<file path="config.mk">
export PLATFORM = sky130hd
export DESIGN_NAME = trainer_telemetry_frame_decoder
export DESIGN_NICKNAME = d
export VERILOG_FILES = /design/src/rtl/core/ttfd_pkg.sv /design/src/rtl/core/trainer_telemetry_frame_decoder.sv /design/src/rtl/core/ttfd_gather.sv /design/src/rtl/core/ttfd_scan_mem.sv /design/src/rtl/core/ttfd_ctrl.sv
export SDC_FILE = /design/constraint.sdc
export NUM_CORES = 1
export LEC_CHECK = 0
export BUFFER_PORTS_ARGS = -buffer_cell sky130_fd_sc_hd__buf_4
export CAP_MARGIN = 10
export CORE_AREA = 2 2 185 187
export CTS_BUF_LIST = sky130_fd_sc_hd__clkbuf_4 sky130_fd_sc_hd__clkbuf_8
export DETAILED_ROUTE_END_ITERATION = 8
export DIE_AREA = 0 0 187 189
export SLEW_MARGIN = 20
export SYNTH_ARGS = -nofsm -noshare
export SYNTH_HDL_FRONTEND = slang
export SYNTH_SLANG_ARGS = --single-unit
</file>
<file path="constraint.sdc">
create_clock -name aclk -period 6.36 [get_ports aclk]
set_clock_uncertainty 0.05 [all_clocks]
set_input_delay 1.908 -clock aclk [delete_from_list [all_inputs] [get_ports aclk]]
set_output_delay 1.908 -clock aclk [all_outputs]
set_load 0.01 [all_outputs]
</file>
<file path="src/rtl/core/ttfd_pkg.sv">
// Shared types and constants for the trainer telemetry frame decoder.
// No dependencies; used by every module of the block.
package ttfd_pkg;

    localparam int SCAN_DEPTH_DEF = 24;
    localparam int FRAME_LEN      = 7;
    localparam int SAMPLE_W       = 7;
    localparam int SNAP_IDX_W     = 5;
    localparam int ROT_OFFSET     = 3;

    localparam logic RESULT_FRAME = 1'b0;
    localparam logic RESULT_SNAP  = 1'b1;

    typedef enum logic [1:0] {
        ST_IDLE,
        ST_FRAME,
        ST_SNAP,
        ST_WRITE
    } state_t;

    typedef enum logic [1:0] {
        SEL_SCAN_A,
        SEL_SCAN_B,
        SEL_SCAN_C
    } scan_sel_t;

    typedef struct packed {
        logic [3:0] msg_type;
        logic [7:0] value_short;
        logic [11:0] value_long;
        logic [8:0] button_bits;
        logic [7:0] scan_a;
        logic [7:0] scan_b;
        logic [7:0] scan_c;
    } frame_t;

    typedef struct packed {
        logic                  result_kind;
        frame_t                fields;
        logic [SNAP_IDX_W-1:0] snap_index;
        logic [SAMPLE_W-1:0]   snap_value;
        logic                  last;
    } result_t;

endpackage

</file>
<file path="src/rtl/core/trainer_telemetry_frame_decoder.sv">
// Top level of the trainer telemetry frame decoder: byte gatherer, sequencer
// and spin-scan store. Depends on ttfd_pkg, ttfd_gather, ttfd_ctrl, ttfd_scan_mem.
//
//   channel   ports                             transfer when
//   input     s_valid s_ready s_rx_byte         s_valid && s_ready
//   result    m_valid m_ready m_result_kind..   m_valid && m_ready
//             m_last
//
// A new byte is taken only in idle. A synced frame then gives the frame
// result, then a snapshot when requested (one store read per entry), then up
// to three sample writes through the single store write port when a scan is
// nonzero. Reset (aresetn low, synchronous) clears the sequencer and store
// valid bits. A held result with m_ready low stalls frame and snapshot output.
module trainer_telemetry_frame_decoder #(
    parameter int SCAN_DEPTH = ttfd_pkg::SCAN_DEPTH_DEF
) (
    input  logic        aclk,
    input  logic        aresetn,
    input  logic        s_valid,
    output logic        s_ready,
    input  logic [7:0]  s_rx_byte,
    output logic        m_valid,
    input  logic        m_ready,
    output logic        m_result_kind,
    output logic [3:0]  m_msg_type,
    output logic [7:0]  m_value_short,
    output logic [11:0] m_value_long,
    output logic [8:0]  m_button_bits,
    output logic [7:0]  m_scan_a,
    output logic [7:0]  m_scan_b,
    output logic [7:0]  m_scan_c,
    output logic [4:0]  m_snap_index,
    output logic [6:0]  m_snap_value,
    output logic        m_last
);

    localparam int IDX_W = $clog2(SCAN_DEPTH);

    logic                          byte_accept;
    logic                          frame_sync;
    ttfd_pkg::frame_t              frame;
    ttfd_pkg::result_t             result;
    logic                          wr_en;
    logic [IDX_W-1:0]              wr_addr;
    logic [ttfd_pkg::SAMPLE_W-1:0] wr_data;
    logic                          rd_en;
    logic [IDX_W-1:0]              rd_addr;
    logic [ttfd_pkg::SAMPLE_W-1:0] rd_data;

    assign byte_accept = s_valid && s_ready;

    ttfd_gather u_gather (
        .aclk        (aclk),
        .aresetn     (aresetn),
        .byte_accept (byte_accept),
        .rx_byte     (s_rx_byte),
        .frame_sync  (frame_sync),
        .frame       (frame)
    );

    ttfd_scan_mem #(
        .SCAN_DEPTH (SCAN_DEPTH)
    ) u_scan_mem (
        .aclk    (aclk),
        .aresetn (aresetn),
        .wr_en   (wr_en),
        .wr_addr (wr_addr),
        .wr_data (wr_data),
        .rd_en   (rd_en),
        .rd_addr (rd_addr),
        .rd_data (rd_data)
    );

    ttfd_ctrl #(
        .SCAN_DEPTH (SCAN_DEPTH)
    ) u_ctrl (
        .aclk       (aclk),
        .aresetn    (aresetn),
        .s_ready    (s_ready),
        .frame_sync (frame_sync),
        .frame      (frame),
        .wr_en      (wr_en),
        .wr_addr    (wr_addr),
        .wr_data    (wr_data),
        .rd_en      (rd_en),
        .rd_addr    (rd_addr),
        .rd_data    (rd_data),
        .result     (result),
        .m_valid    (m_valid),
        .m_ready    (m_ready)
    );

    assign m_result_kind = result.result_kind;
    assign m_msg_type    = result.fields.msg_type;
    assign m_value_short = result.fields.value_short;
    assign m_value_long  = result.fields.value_long;
    assign m_button_bits = result.fields.button_bits;
    assign m_scan_a      = result.fields.scan_a;
    assign m_scan_b      = result.fields.scan_b;
    assign m_scan_c      = result.fields.scan_c;
    assign m_snap_index  = result.snap_index;
    assign m_snap_value  = result.snap_value;
    assign m_last        = result.last;

endmodule

</file>
<file path="src/rtl/core/ttfd_gather.sv">
// Byte gathering into 7-byte frames with sync check on the seventh byte,
// and unpacking of the held frame into its fields. Depends on ttfd_pkg.
module ttfd_gather (
    input  logic              aclk,
    input  logic              aresetn,
    input  logic              byte_accept,
    input  logic [7:0]        rx_byte,
    output logic              frame_sync,
    output ttfd_pkg::frame_t  frame
);

    localparam logic [2:0] LAST_SLOT = 3'(ttfd_pkg::FRAME_LEN - 1);

    logic [7:0] frame_bytes_reg [ttfd_pkg::FRAME_LEN];
    logic [2:0] byte_count_reg;
    logic [2:0] byte_count_next;
    logic [7:0] raw_a;
    logic [7:0] raw_b;
    logic [7:0] raw_c;
    logic [7:0] tail;

    assign frame_sync = byte_accept && (byte_count_reg == LAST_SLOT) && rx_byte[7];

    always_comb begin
        byte_count_next = byte_count_reg;
        if (byte_accept) begin
            if (byte_count_reg != LAST_SLOT) begin
                byte_count_next = byte_count_reg + 3'd1;
            end else if (rx_byte[7]) begin
                byte_count_next = '0;
            end
        end
    end

    always_ff @(posedge aclk) begin
        if (!aresetn) begin
            byte_count_reg <= '0;
        end else begin
            byte_count_reg <= byte_count_next;
        end
    end

    always_ff @(posedge aclk) begin
        if (byte_accept) begin
            frame_bytes_reg[byte_count_reg] <= rx_byte;
        end
    end

    assign tail  = frame_bytes_reg[6];
    assign raw_a = {frame_bytes_reg[0][6:0], tail[5]};
    assign raw_b = {frame_bytes_reg[1][6:0], tail[4]};
    assign raw_c = {frame_bytes_reg[2][6:0], tail[3]};

    always_comb begin
        frame.scan_a      = {raw_a[3:0], raw_a[7:4]};
        frame.scan_b      = {raw_b[3:0], raw_b[7:4]};
        frame.scan_c      = {raw_c[3:0], raw_c[7:4]};
        frame.button_bits = {frame_bytes_reg[3], tail[2]};
        frame.msg_type    = frame_bytes_reg[4][6:3];
        frame.value_short = {frame_bytes_reg[5][6:0], tail[0]};
        frame.value_long  = {frame_bytes_reg[4][2:0], tail[1], frame_bytes_reg[5][6:0], tail[0]};
    end

endmodule

</file>
<file path="src/rtl/core/ttfd_scan_mem.sv">
// Spin-scan sample store: one write port, one registered read port,
// per-entry valid bits so unwritten entries read as zero. Depends on ttfd_pkg.
module ttfd_scan_mem #(
    parameter int  SCAN_DEPTH = ttfd_pkg::SCAN_DEPTH_DEF,
    localparam int IDX_W      = $clog2(SCAN_DEPTH)
) (
    input  logic                          aclk,
    input  logic                          aresetn,
    input  logic                          wr_en,
    input  logic [IDX_W-1:0]              wr_addr,
    input  logic [ttfd_pkg::SAMPLE_W-1:0] wr_data,
    input  logic                          rd_en,
    input  logic [IDX_W-1:0]              rd_addr,
    output logic [ttfd_pkg::SAMPLE_W-1:0] rd_data
);

    logic [ttfd_pkg::SAMPLE_W-1:0] mem [SCAN_DEPTH];
    logic [SCAN_DEPTH-1:0]         valid_reg;
    logic [ttfd_pkg::SAMPLE_W-1:0] rd_q_reg;
    logic                          rd_vld_reg;

    always_ff @(posedge aclk) begin
        if (wr_en) begin
            mem[wr_addr] <= wr_data;
        end
    end

    always_ff @(posedge aclk) begin
        if (!aresetn) begin
            valid_reg <= '0;
        end else if (wr_en) begin
            valid_reg[wr_addr] <= 1'b1;
        end
    end

    always_ff @(posedge aclk) begin
        if (rd_en) begin
            rd_q_reg <= mem[rd_addr];
        end
    end

    always_ff @(posedge aclk) begin
        if (!aresetn) begin
            rd_vld_reg <= 1'b0;
        end else if (rd_en) begin
            rd_vld_reg <= valid_reg[rd_addr];
        end
    end

    assign rd_data = rd_vld_reg ? rd_q_reg : '0;

endmodule

</file>
<file path="src/rtl/core/ttfd_ctrl.sv">
// Sequencer: emits the frame result, walks the rotated snapshot readout and
// writes up to three inverted samples through one store port. Depends on ttfd_pkg.
module ttfd_ctrl #(
    parameter int  SCAN_DEPTH = ttfd_pkg::SCAN_DEPTH_DEF,
    localparam int IDX_W      = $clog2(SCAN_DEPTH),
    localparam int POS_W      = $clog2(SCAN_DEPTH + 1)
) (
    input  logic                          aclk,
    input  logic                          aresetn,
    output logic                          s_ready,
    input  logic                          frame_sync,
    input  ttfd_pkg::frame_t              frame,
    output logic                          wr_en,
    output logic [IDX_W-1:0]              wr_addr,
    output logic [ttfd_pkg::SAMPLE_W-1:0] wr_data,
    output logic                          rd_en,
    output logic [IDX_W-1:0]              rd_addr,
    input  logic [ttfd_pkg::SAMPLE_W-1:0] rd_data,
    output ttfd_pkg::result_t             result,
    output logic                          m_valid,
    input  logic                          m_ready
);

    localparam logic [IDX_W-1:0] ADDR_START = IDX_W'(ttfd_pkg::ROT_OFFSET % SCAN_DEPTH);
    localparam logic [IDX_W-1:0] IDX_LAST   = IDX_W'(SCAN_DEPTH - 1);
    localparam logic [POS_W-1:0] POS_FULL   = POS_W'(SCAN_DEPTH);

    ttfd_pkg::state_t    state_reg, state_next;
    ttfd_pkg::scan_sel_t sel_reg, sel_next;
    ttfd_pkg::result_t   out_reg, out_next;
    logic                m_valid_reg, m_valid_next;
    logic [IDX_W-1:0]    idx_reg, idx_next;
    logic [IDX_W-1:0]    rd_addr_reg, rd_addr_next;
    logic [POS_W-1:0]    pos_reg, pos_next;
    logic                slot_free;
    logic                snap_req;
    logic                any_scan;
    logic                out_load;
    logic [7:0]          sample;

    assign slot_free = !m_valid_reg || m_ready;
    assign snap_req  = frame.button_bits[6];
    assign any_scan  = (frame.scan_a != '0) || (frame.scan_b != '0) || (frame.scan_c != '0);

    always_comb begin
        state_next = state_reg;
        case (state_reg)
            ttfd_pkg::ST_IDLE: begin
                if (frame_sync) begin
                    state_next = ttfd_pkg::ST_FRAME;
                end
            end
            ttfd_pkg::ST_FRAME: begin
                if (slot_free) begin
                    if (snap_req) begin
                        state_next = ttfd_pkg::ST_SNAP;
                    end else if (any_scan) begin
                        state_next = ttfd_pkg::ST_WRITE;
                    end else begin
                        state_next = ttfd_pkg::ST_IDLE;
                    end
                end
            end
            ttfd_pkg::ST_SNAP: begin
                if (slot_free && (idx_reg == IDX_LAST)) begin
                    state_next = any_scan ? ttfd_pkg::ST_WRITE : ttfd_pkg::ST_IDLE;
                end
            end
            ttfd_pkg::ST_WRITE: begin
                if (sel_reg == ttfd_pkg::SEL_SCAN_C) begin
                    state_next = ttfd_pkg::ST_IDLE;
                end
            end
            default: state_next = ttfd_pkg::ST_IDLE;
        endcase
    end

    always_comb begin
        case (sel_reg)
            ttfd_pkg::SEL_SCAN_A: sample = frame.scan_a;
            ttfd_pkg::SEL_SCAN_B: sample = frame.scan_b;
            ttfd_pkg::SEL_SCAN_C: sample = frame.scan_c;
            default:              sample = frame.scan_c;
        endcase
    end

    always_comb begin
        s_ready      = 1'b0;
        out_load     = 1'b0;
        out_next     = out_reg;
        m_valid_next = m_valid_reg && !m_ready;
        rd_en        = 1'b0;
        wr_en        = 1'b0;
        wr_addr      = pos_reg[IDX_W-1:0];
        wr_data      = ~sample[ttfd_pkg::SAMPLE_W-1:0];
        idx_next     = idx_reg;
        rd_addr_next = rd_addr_reg;
        pos_next     = pos_reg;
        sel_next     = sel_reg;
        case (state_reg)
            ttfd_pkg::ST_IDLE: begin
                s_ready      = 1'b1;
                idx_next     = '0;
                rd_addr_next = ADDR_START;
                sel_next     = ttfd_pkg::SEL_SCAN_A;
            end
            ttfd_pkg::ST_FRAME: begin
                if (slot_free) begin
                    out_load             = 1'b1;
                    out_next             = '0;
                    out_next.result_kind = ttfd_pkg::RESULT_FRAME;
                    out_next.fields      = frame;
                    out_next.last        = !snap_req;
                    rd_en                = snap_req;
                    if (snap_req) begin
                        rd_addr_next = (rd_addr_reg == IDX_LAST) ? '0 : rd_addr_reg + IDX_W'(1);
                    end
                end
            end
            ttfd_pkg::ST_SNAP: begin
                if (slot_free) begin
                    out_load             = 1'b1;
                    out_next             = '0;
                    out_next.result_kind = ttfd_pkg::RESULT_SNAP;
                    out_next.snap_index  = ttfd_pkg::SNAP_IDX_W'(idx_reg);
                    out_next.snap_value  = rd_data;
                    out_next.last        = (idx_reg == IDX_LAST);
                    rd_en                = 1'b1;
                    rd_addr_next = (rd_addr_reg == IDX_LAST) ? '0 : rd_addr_reg + IDX_W'(1);
                    idx_next     = idx_reg + IDX_W'(1);
                    if (idx_reg == IDX_LAST) begin
                        pos_next = '0;
                        idx_next = '0;
                    end
                end
            end
            ttfd_pkg::ST_WRITE: begin
                if (pos_reg < POS_FULL) begin
                    wr_en    = 1'b1;
                    pos_next = pos_reg + POS_W'(1);
                end
                case (sel_reg)
                    ttfd_pkg::SEL_SCAN_A: sel_next = ttfd_pkg::SEL_SCAN_B;
                    ttfd_pkg::SEL_SCAN_B: sel_next = ttfd_pkg::SEL_SCAN_C;
                    default:              sel_next = ttfd_pkg::SEL_SCAN_A;
                endcase
            end
            default: begin
                s_ready = 1'b0;
            end
        endcase
        if (out_load) begin
            m_valid_next = 1'b1;
        end
    end

    assign rd_addr = rd_addr_reg;

    always_ff @(posedge aclk) begin
        if (!aresetn) begin
            state_reg   <= ttfd_pkg::ST_IDLE;
            sel_reg     <= ttfd_pkg::SEL_SCAN_A;
            m_valid_reg <= 1'b0;
            idx_reg     <= '0;
            rd_addr_reg <= ADDR_START;
            pos_reg     <= '0;
        end else begin
            state_reg   <= state_next;
            sel_reg     <= sel_next;
            m_valid_reg <= m_valid_next;
            idx_reg     <= idx_next;
            rd_addr_reg <= rd_addr_next;
            pos_reg     <= pos_next;
        end
    end

    always_ff @(posedge aclk) begin
        out_reg <= out_next;
    end

    assign result  = out_reg;
    assign m_valid = m_valid_reg;

`ifndef SYNTHESIS
    a_write_in_range: assert property (@(posedge aclk) disable iff (!aresetn)
        wr_en |-> (pos_reg < POS_FULL))
        else $error("store write past its end");

    a_load_needs_slot: assert property (@(posedge aclk) disable iff (!aresetn)
        out_load |-> slot_free)
        else $error("result register overwritten before transfer");

    a_pos_bounded: assert property (@(posedge aclk) disable iff (!aresetn)
        pos_reg <= POS_FULL)
        else $error("write position beyond store depth");

    a_snap_restarts_pos: assert property (@(posedge aclk) disable iff (!aresetn)
        (state_reg == ttfd_pkg::ST_SNAP && slot_free && idx_reg == IDX_LAST)
        |=> (pos_reg == '0))
        else $error("write position not restarted after readout");

    a_ready_only_idle: assert property (@(posedge aclk) disable iff (!aresetn)
        (state_reg == ttfd_pkg::ST_SNAP || state_reg == ttfd_pkg::ST_WRITE) |-> !s_ready)
        else $error("byte taken during readout or store update");
`endif

endmodule

</file>
# [After elaboration in Yosys (flattened, before gate mapping)]
# Memory sizes are Yosys's and may differ from the RTL's. A register that Yosys moved wholly into a read port is not among the register bits.
# Index checks and enable logic that the tools add are counted.
[word_totals] register_bits=119 mem_bits_rw=224 input_bits=12 word_cells=123 memories=2
[mem_list] name="u_scan_mem.mem" words=24 word_bits=7 rd=1 rd_ports_with_merged_regs=1 wr=1 line="ttfd_scan_mem.sv:17" rtl="logic [ttfd_pkg::SAMPLE_W-1:0] mem [SCAN_DEPTH];"
[mem_list] name="u_gather.frame_bytes_reg" words=7 word_bits=8 rd=7 rd_ports_with_merged_regs=0 wr=1 line="ttfd_gather.sv:14" rtl="logic [7:0] frame_bytes_reg [ttfd_pkg::FRAME_LEN];"
[classes] add_sub_neg=4 n_lt_le_gt_ge=4 n_eq_ne=17 n_mux=44 bitwise=2 n_reduce_logical=30
[op_table] op="2-to-1 mux 71 bit" count=2
[op_table] op="one-hot mux 71 bit (2 select lines)" count=1
[op_table] op="2-to-1 mux 5 bit" count=9
[op_table] op="OR 24 bit" count=1
[op_table] op="nonzero test 8 bit" count=3
[op_table] op="one-hot mux 5 bit (2 select lines)" count=2
[op_table] op="adder 5 x 1 -> 5 bit (second input constant)" count=3
[op_table] op="one-hot mux 5 bit (3 select lines)" count=1
[op_table] op="!= test 2 x 1 -> 1 bit (second input constant)" count=7
[op_table] op="one-hot mux 7 bit (2 select lines)" count=1
[op_table] op="2-to-1 mux 1 bit" count=13
[op_table] op="< comparator 5 x 6 -> 1 bit (second input constant)" count=2
[op_table] op="2-to-1 mux 2 bit" count=6
[op_table] op="AND reduction 4 bit" count=3
[op_table] op="equality test 5 bit (second input constant)" count=2
[op_table] op="nonzero test 2 bit" count=5
[op_table] op="one-hot mux 2 bit (2 select lines)" count=2
[op_table] op="one-hot mux 2 bit (4 select lines)" count=1
[op_table] op="2-to-1 mux 7 bit" count=1
[op_table] op="NOT 7 bit" count=1
[op_table] op="equality test 2 bit (second input constant)" count=3
[op_table] op="logical AND 1 bit" count=6
[op_table] op="2-to-1 mux 3 bit" count=2
[op_table] op="binary-select mux 1 bit (select 5 bit)" count=1
[op_table] op="other kinds (16)" count=23

# [Depth between registers and ports, before layout]
# Gate-level depths: netlist of the first run.
# An unclocked memory read counts as a cell.
[depth] depth_word=8 depth_mapped=8 mapped_depth_nobuf=7

# [Cells and area by module]
# From an unflattened synthesis of the first run, not the netlist that was laid out.
[unflattened] hier_cells=827 area_unflattened_um2=13620.6
[modules_own_cells] module="ttfd_scan_mem" instances=1 cells_per_inst=420 area_per_inst_um2=7866.3 seq_area_each_um2=5755.5
[modules_own_cells] module="ttfd_ctrl" instances=1 cells_per_inst=321 area_per_inst_um2=3992.6 seq_area_each_um2=2532.4
[modules_own_cells] module="ttfd_gather" instances=1 cells_per_inst=85 area_per_inst_um2=1755.4 seq_area_each_um2=1531.5
[modules_own_cells] module="trainer_telemetry_frame_decoder" instances=1 cells_per_inst=1 area_per_inst_um2=6.3 seq_area_each_um2=0.0

# [Worst setup path after synthesis of the first run]
# Ideal clock, no wire load.
[synth_path] kind="input-to-reg" start="in m_ready" end="reg u_ctrl.out_reg, in the netlist u_ctrl.result[0] (enable)" t_arrival_ns=4.838 t_required_ns=5.825 path_slack_ns=0.987 path_stages=4 n_path_buf=1 cell_sequence="nand2b_1 -> buf_2 -> nor2_1 -> nor2_1"
[synth_via] elab_chain_cells=3 word_cells_on_any_way=4 cone_classes="eq/ne (2); reduce/logical (2)"
[synth_lines] element="from (decl)" line="trainer_telemetry_frame_decoder.sv:23" rtl="input logic m_ready,"
[synth_lines] element="logical OR 1 bit (*)" line="ttfd_ctrl.sv:41" rtl="assign slot_free = !m_valid_reg || m_ready;"
[synth_lines] element="!= test 2 x 1 -> 1 bit (no source line)"
[synth_lines] element="AND reduction 3 bit (no source line) (*)"
[synth_lines] element="to (signal assigned)" line="ttfd_ctrl.sv:178" rtl="out_reg <= out_next;"
[synth_lines] element="to (decl)" line="ttfd_ctrl.sv:30" rtl="ttfd_pkg::result_t out_reg, out_next;"
# Mark *: on every way between the ends. The rest lies on a longest branch, timed or not.
# A chain may end at the register's enable or synchronous reset.

# [Worst setup path in the final report of the first run]
[layout_path] start="reg u_ctrl.state_reg[0]" end="out s_ready"
[layout_via] elab_chain_cells=2
[layout_lines] element="from (decl)" line="ttfd_ctrl.sv:28" rtl="ttfd_pkg::state_t state_reg, state_next;"
[layout_lines] element="from (signal assigned)" line="ttfd_ctrl.sv:161" rtl="state_reg <= ttfd_pkg::ST_IDLE;"
[layout_lines] element="from (signal assigned)" line="ttfd_ctrl.sv:168" rtl="state_reg <= state_next;"
[layout_lines] element="logical NOT 2 bit" line="ttfd_ctrl.sv:100" rtl="case (state_reg)"
[layout_lines] element="2-to-1 mux 1 bit" line="ttfd_ctrl.sv:100"
[layout_lines] element="to (decl)" line="trainer_telemetry_frame_decoder.sv:20" rtl="output logic s_ready,"
# No other way between the ends.

==> results of run 1 <==
## layout by cell type, fill, tap and decap left out, drive strengths merged, types with 10 or more instances in the layout
| cell | n |
|---|---|
| a21oi | 20 |
| and3 | 10 |
| buf | 92 |
| clkbuf | 81 |
| clkinv | 13 |
| dfxtp | 48 |
| edfxtp | 287 |
| ha | 11 |
| inv | 10 |
| mux2 | 11 |
| mux2i | 25 |
| mux4 | 35 |
| nand2 | 67 |
| nor2 | 53 |
| nor2b | 60 |
| o21a | 26 |
| o21ai | 26 |
## critical path, stage by stage, from the launching register on
cell	delay (ns)
dfxtp_1	0.34
inv_1	0.12
ha_1	0.39
buf_4	0.19
## stage by stage
stage          setup slack (ns)  hold slack (ns)  util [%]
6_report                   2.79            0.411      46.1
5_1_grt                    2.69            0.427      46.1
4_1_cts                    2.73            0.412      46.0
3_5_place_dp               2.58            0.398      42.8
3_3_place_gp               2.60            0.391      42.7
2_1_floorplan             0.987            0.383         -
## cell type report
type	count	area, sq um
Sequential cell	335	9580
Timing Repair Buffer	92	691
Clock inverter	15	98.8
Fill cell	2880	18000
Tap cell	448	561
Multi-Input combinational cell	440	3390
Inverter	10	37.5
Clock buffer	81	965
## cells by family (layout without fill, tap and decap cells)
group | after synthesis | in the layout
flops | 335 | 335
simple gates | 243 | 243
compound gates | 115 | 115
mux | 71 | 71
buf+inv | 60 | 198
fa+ha+maj | 11 | 11
## power groups by stage
stage / Sequential (mW) / Clock [mW] / Combinational (mW)
2_1_floorplan: 2.44 / 0 / 0.0408
3_3_place_gp: 2.45 / 0 / 0.0764
3_5_place_dp: 2.45 / 0 / 0.0794
4_1_cts: 2.40 / 1.85 / 0.0794
5_1_grt: 2.40 / 1.93 / 0.0860
6_report: 2.40 / 1.80 / 0.0785
## path summary, 6_finish.rpt
path / to / slack, ns / cells after the start
worst max-delay path: s_ready / 2.79 / 3
worst min-delay path: u_scan_mem.valid_reg[20] / 0.41 / 1
worst max register to register: u_scan_mem.rd_q_reg[4] / 3.46 / 5
worst min register to register: u_scan_mem.valid_reg[20] / 0.41 / 1
## metal layers
metal | global-route usage, % | vias to the layer above
li1 | - | 3358
met1 | 21.5 | 3572
met2 | 24.9 | 212
met3 | 3.50 | 47
met4 | 5.68 | 0
met5 | 0 | -
==> impl_metrics.ini, run 1 <==
[synth]
synth_top_family_by_area = simple AND/OR/NAND/NOR gates
avgSynthCellArea_sq_um = 15.8
synth_area_sq_mm = 0.0132
synth_edf_count = 287
synth_cell_types = 53
yosys_warnings = 0
synthMuxAreaShare_pct = 8.82
synthTopCellsByCount = edfxtp_1, nand2_1, nor2b_1
yosys.area_share.simple_pct = 9.24
yosys.area_share.xor_xnor_pct = 0
synth-compound-area-share_pct = 5.94
ys.flop_type = edfxtp_1
ys_seq_area_share_pct = 72.7
synth_nets = 858
synth_cells = 835
post-synth-top-area-fraction_pct = 65.4
synth_top_cell_by_area = edfxtp_1
synth-seq-cells = 335
synth_most_common_cell = edfxtp_1
yosys-top-cells-area = edfxtp_1, dfxtp_1, mux4_2
synthArstFlopShare_pct = 0
yosys.area_share.adder_pct = 1.04

[die]
coreArea_sq_mm = 0.0333
die_h_um = 189
ios = 85
core.rowCount = 67
start_util_pct = 39.6
fp.dieW_um = 187
die_area_sq_mm = 0.0353

[placement]
place_area_sq_mm = 0.0142
gp_congestion = 0.803
portBuffers = 84
hpwl_um = 17000
dp.cells = 1325

[clock_tree]
cts_buffers = 52
clk_pin_slew_ns = 0.06
cts_setup_buffers = 0
clock_sinks = 335
htreeDepth = 2
ctsRootBufferMaster = clkbuf_8
worstSkewPairLatency_ns = 0.58
cts_resized = 0
cts_tree = yes
cts_max_path_buffers = 3
cts_hold_buf = 0

[setup_path]
setup.worst_path.start_class = flip-flop
cp-startpoint = u_ctrl.state_reg[0]
rr_startpoint = u_ctrl.rd_addr[0]
arrival_ns = 1.62
crit_type = reg -> out
path_max_fanout = 7
cp.required_ns = 4.40
end_kind = output port

[routing]
drcViolationCount = 0
dr.pass1.iters = 5
wl_um = 27700
met1_length_um = 12500
met3WireLength_um = 1520
post_drt_via_cell_ratio = 5.06
postRouteAntennaNets = 0
vias = 7189
dr_wl_met2_um = 12900
drtIter0Drc = 601
top_layer = met4
routedWlPerCell_um = 19.5

[sta]
setup-tns-final_ns = 0
rsz0062_at_grt = false
period_needed_ns = 3.57
hold_viol = 0
setup_viol = 0
slew_viol_final = 0
fmax_mhz = 280
period_share_pct = 56.2
worst_pin_slew_ns = 1.08
max_slew_margin_pct = 27.7

[global_route]
grt_overflow = 0
grt_max_degree = 77
grt_pass1_vias = 7185
grt_usage_pct = 15.8
antenna_found_initial = 0
grt_pass1_wl_um = 42500

[final_layout]
largest_reg_flops = 168
area_growth_pct = 16.3
insertedDiodeCount = 0
drive_gt1_share_pct = 25.4
layout.nets = 954
instances_no_fill = 1421
final_area_sq_mm = 0.0153

[outcome]
run_status = finished, final reports clean

[pwr]
power.internal_mw = 3.42
switchingPower_uw = 857
switching_share_pct = 20.0
p_seq_share_pct = 56.1
p_clk_share_pct = 42.1
p_leak_nw = 5.32
total_power_mw = 4.28
ir_drop_mv = 0.116
combPwrFrac_pct = 1.8
p_per_area_mw_per_mm2 = 279

[worst_hold_path]
min_path_type = reg -> reg
worstHoldStart = u_scan_mem.valid_reg[20]

[flow_run]
drv_cap = 0
No activity file was read; power rests on OpenSTA's default activity.
==> inputs of run 2 (changes only) <==
--- a/config.mk
+++ b/config.mk
@@ -5,12 +5,13 @@
 export SDC_FILE = /design/constraint.sdc
 export NUM_CORES = 1
 export LEC_CHECK = 0
+export ABC_AREA = 1
 export BUFFER_PORTS_ARGS = -buffer_cell sky130_fd_sc_hd__buf_4
 export CAP_MARGIN = 10
-export CORE_AREA = 2 2 185 187
+export CORE_AREA = 2 2 187 189
 export CTS_BUF_LIST = sky130_fd_sc_hd__clkbuf_4 sky130_fd_sc_hd__clkbuf_8
 export DETAILED_ROUTE_END_ITERATION = 8
-export DIE_AREA = 0 0 187 189
+export DIE_AREA = 0 0 189 191
 export SLEW_MARGIN = 20
 export SYNTH_ARGS = -nofsm -noshare
 export SYNTH_HDL_FRONTEND = slang
==> constraint.sdc (replaced) <==
create_clock -name aclk -period 3.06 [get_ports aclk]
set_clock_uncertainty 0.05 [all_clocks]
set_input_delay 0.918 -clock aclk [delete_from_list [all_inputs] [get_ports aclk]]
set_output_delay 0.918 -clock aclk [all_outputs]
set_load 0.01 [all_outputs]
==> impl_metrics.ini, run 2 <==
[pwr]
switching_share_pct = 27.4
p_leak_nw = 5.95
switchingPower_mw = 3.02
p_per_area_mw_per_mm2 = 699
power.internal_mw = 8.02
ir_drop_mv = 0.371
p_clk_share_pct = 36.2
combPwrFrac_pct = 15.9
p_seq_share_pct = 48.0

[synth]
synth_cell_types = 37
yosys-top-cells-area = edfxtp_1, nor2_1, dfxtp_1
synth_nets = 1203
ys.flop_type = edfxtp_1
synthTopCellsByCount = edfxtp_1, nor2_1, inv_1
synth_top_cell_by_area = edfxtp_1
post-synth-top-area-fraction_pct = 64.0
avgSynthCellArea_sq_um = 11.4
synth-seq-cells = 335
yosys_warnings = 0
synth_area_sq_mm = 0.0135
synth_edf_count = 287
synthArstFlopShare_pct = 0
synth_most_common_cell = edfxtp_1
synth_cells = 1180
ys_seq_area_share_pct = 71.2

[routing]
routedWlPerCell_um = 17.0
post_drt_via_cell_ratio = 4.78
vias = 8563
postRouteAntennaNets = 0
dr.pass1.iters = 5
drcViolationCount = 0
drtIter0Drc = 623
wl_um = 30400

[sta]
rsz0062_at_grt = false
worst_pin_slew_ns = 0.821
setup-tns-final_ns = 0
period_share_pct = 80.1
postLayoutSetupSlackWorst_ns = 0.610
setup_viol = 0
max_slew_margin_pct = 45.0
hold_viol = 0
period_needed_ns = 2.45
fmax_mhz = 408
slew_viol_final = 0
hold-worst-slack_ns = 0.418

[global_route]
grt_pass1_vias = 8367
grt_use_met1_pct = 23.2
grt_overflow = 0
use_met2_pct = 27.5
grt_max_degree = 101
grt_pass1_wl_um = 47300
antenna_found_initial = 0
grt_usage_pct = 16.9
top_usage_layer = met2
met3_usage_pct = 3.10

[final_layout]
area_growth_pct = 17.3
instances_no_fill = 1793
drive_gt1_share_pct = 17.6
final_cell_mix = edfxtp_1, nor2_1, inv_1
fill_cells = 3182
largest_reg_flops = 168
layout.nets = 1315
insertedDiodeCount = 0
layout_commonest_cell = edfxtp_1

[die]
die_h_um = 191
fp.dieW_um = 189
die_area_sq_mm = 0.0361
start_util_pct = 39.4
ios = 85
coreArea_sq_mm = 0.0341
core.rowCount = 68

[setup_path]
path_max_fanout = 4
path_cells = inv_1 -> ha_1 -> buf_4
r2r_slack_ns = 0.76
rr_startpoint = u_ctrl.state_reg[1]
setup.worst_path.start_class = flip-flop
r2r-end = u_ctrl.result[9]
crit_type = reg -> out
arrival_ns = 1.48
cp_slowest_cell = dfxtp_1
cp.required_ns = 2.09
rr_worst_depth = 5
cp-startpoint = u_ctrl.state_reg[0]
end_kind = output port
cp_slowest_stage_delay_ns = 0.36

[placement]
dp.cells = 1691
dp_slack_ns = 0.550
portBuffers = 84
gp_congestion = 0.795
hpwl_um = 18700

[worst_hold_path]
worst_hold_path.endpoint = u_scan_mem.valid_reg[9]
whs_path_depth = 2
worstHoldStart = u_scan_mem.valid_reg[9]
min_path_type = reg -> reg

[clock_tree]
cts_tree = yes
clk_pin_slew_ns = 0.06
cts_setup_buffers = 0
cts_buffers = 54
cts_max_path_buffers = 3
cts_hold_buf = 0
cts_resized = 0
htreeDepth = 2
worstSkewPairLatency_ns = 0.60
clock_sinks = 335
ctsRootBufferMaster = clkbuf_8

[flow_run]
drv_cap = 0

[outcome]
run_status = finished, final reports clean
## run 2: changes by cell type in the layout (fill, tap and decap cells not counted), moves of 28 or more
cell	delta
nor2_1	+231
inv_1	+109
o21ai_0	+69
nor2b_1	-60
nand2_1	+44
mux4_2	-35
nand3_1	+34
o211ai_1	+28
## run 2: power groups by stage
stage | combinational [mW] | clock, mW | sequential, mW
final | 1.75 | 3.99 | 5.30
after global placement | 1.74 | 0 | 5.39
after floorplan | 1.11 | 0 | 5.39
after CTS | 1.77 | 4.08 | 5.30
after detailed placement | 1.77 | 0 | 5.39
after global routing | 1.94 | 4.26 | 5.31
## run 2: layer usage
metal  part of all wire [%]  wire length, um  up-vias
li1                       -                -     4239
met1                     45            13700     4052
met2                     48            14500      222
met3                    5.2             1570       50
met4                    2.0              617        0
met5                      0                0        -
## run 2: worst max-delay path by stage
stage,cells past startpoint,slack (ns),to
2_1_floorplan,4,0.54,u_ctrl.result[0]
3_3_place_gp,6,0.56,u_ctrl.result[10]
3_5_place_dp,6,0.55,u_ctrl.result[57]
4_1_cts,3,0.57,s_ready
5_1_grt,3,0.52,s_ready
6_report,3,0.61,s_ready
## run 2: layout make-up
| class | count | area [sq um] | share of cell area [%] |
|---|---|---|---|
| clock buffer | 93 | 1100 | 7.00 |
| multi-input combinational | 659 | 3090 | 19.6 |
| inverter | 128 | 483 | 3.06 |
| clock inverter | 9 | 52.6 | 0.333 |
| sequential | 335 | 9580 | 60.7 |
| tap | 455 | 569 | 3.61 |
| timing repair buffer | 114 | 906 | 5.74 |
## run 2: critical path: cells and delay by family (launching register included)
kind       cells  cell delay, ns
buf+inv        2            0.27
flops          1            0.36
fa+ha+maj      1            0.28
## run 2: logic make-up (layout without fill, tap and decap cells)
family,after synthesis,after routing,share of synthesized area [%]
AND/OR/NAND/NOR,453,453,13.3
flip-flops,335,335,71.2
AO/OA/AOI/OAI,191,191,8.08
buffers and inverters,186,344,6.19
adder cells (fa/ha/maj),11,11,1.02
XOR/XNOR,4,4,0.260
## run 2: metrics by stage
step | utilization, % | total power [mW] | instance area (sq um)
finish | 46.3 | 11.0 | 15800
global route | 46.3 | 11.5 | 15800
detailed placement | 42.9 | 7.15 | 14600
floorplan | - | 6.50 | 13500
global placement | 42.9 | 7.14 | 14600
CTS | 46.3 | 11.2 | 15800
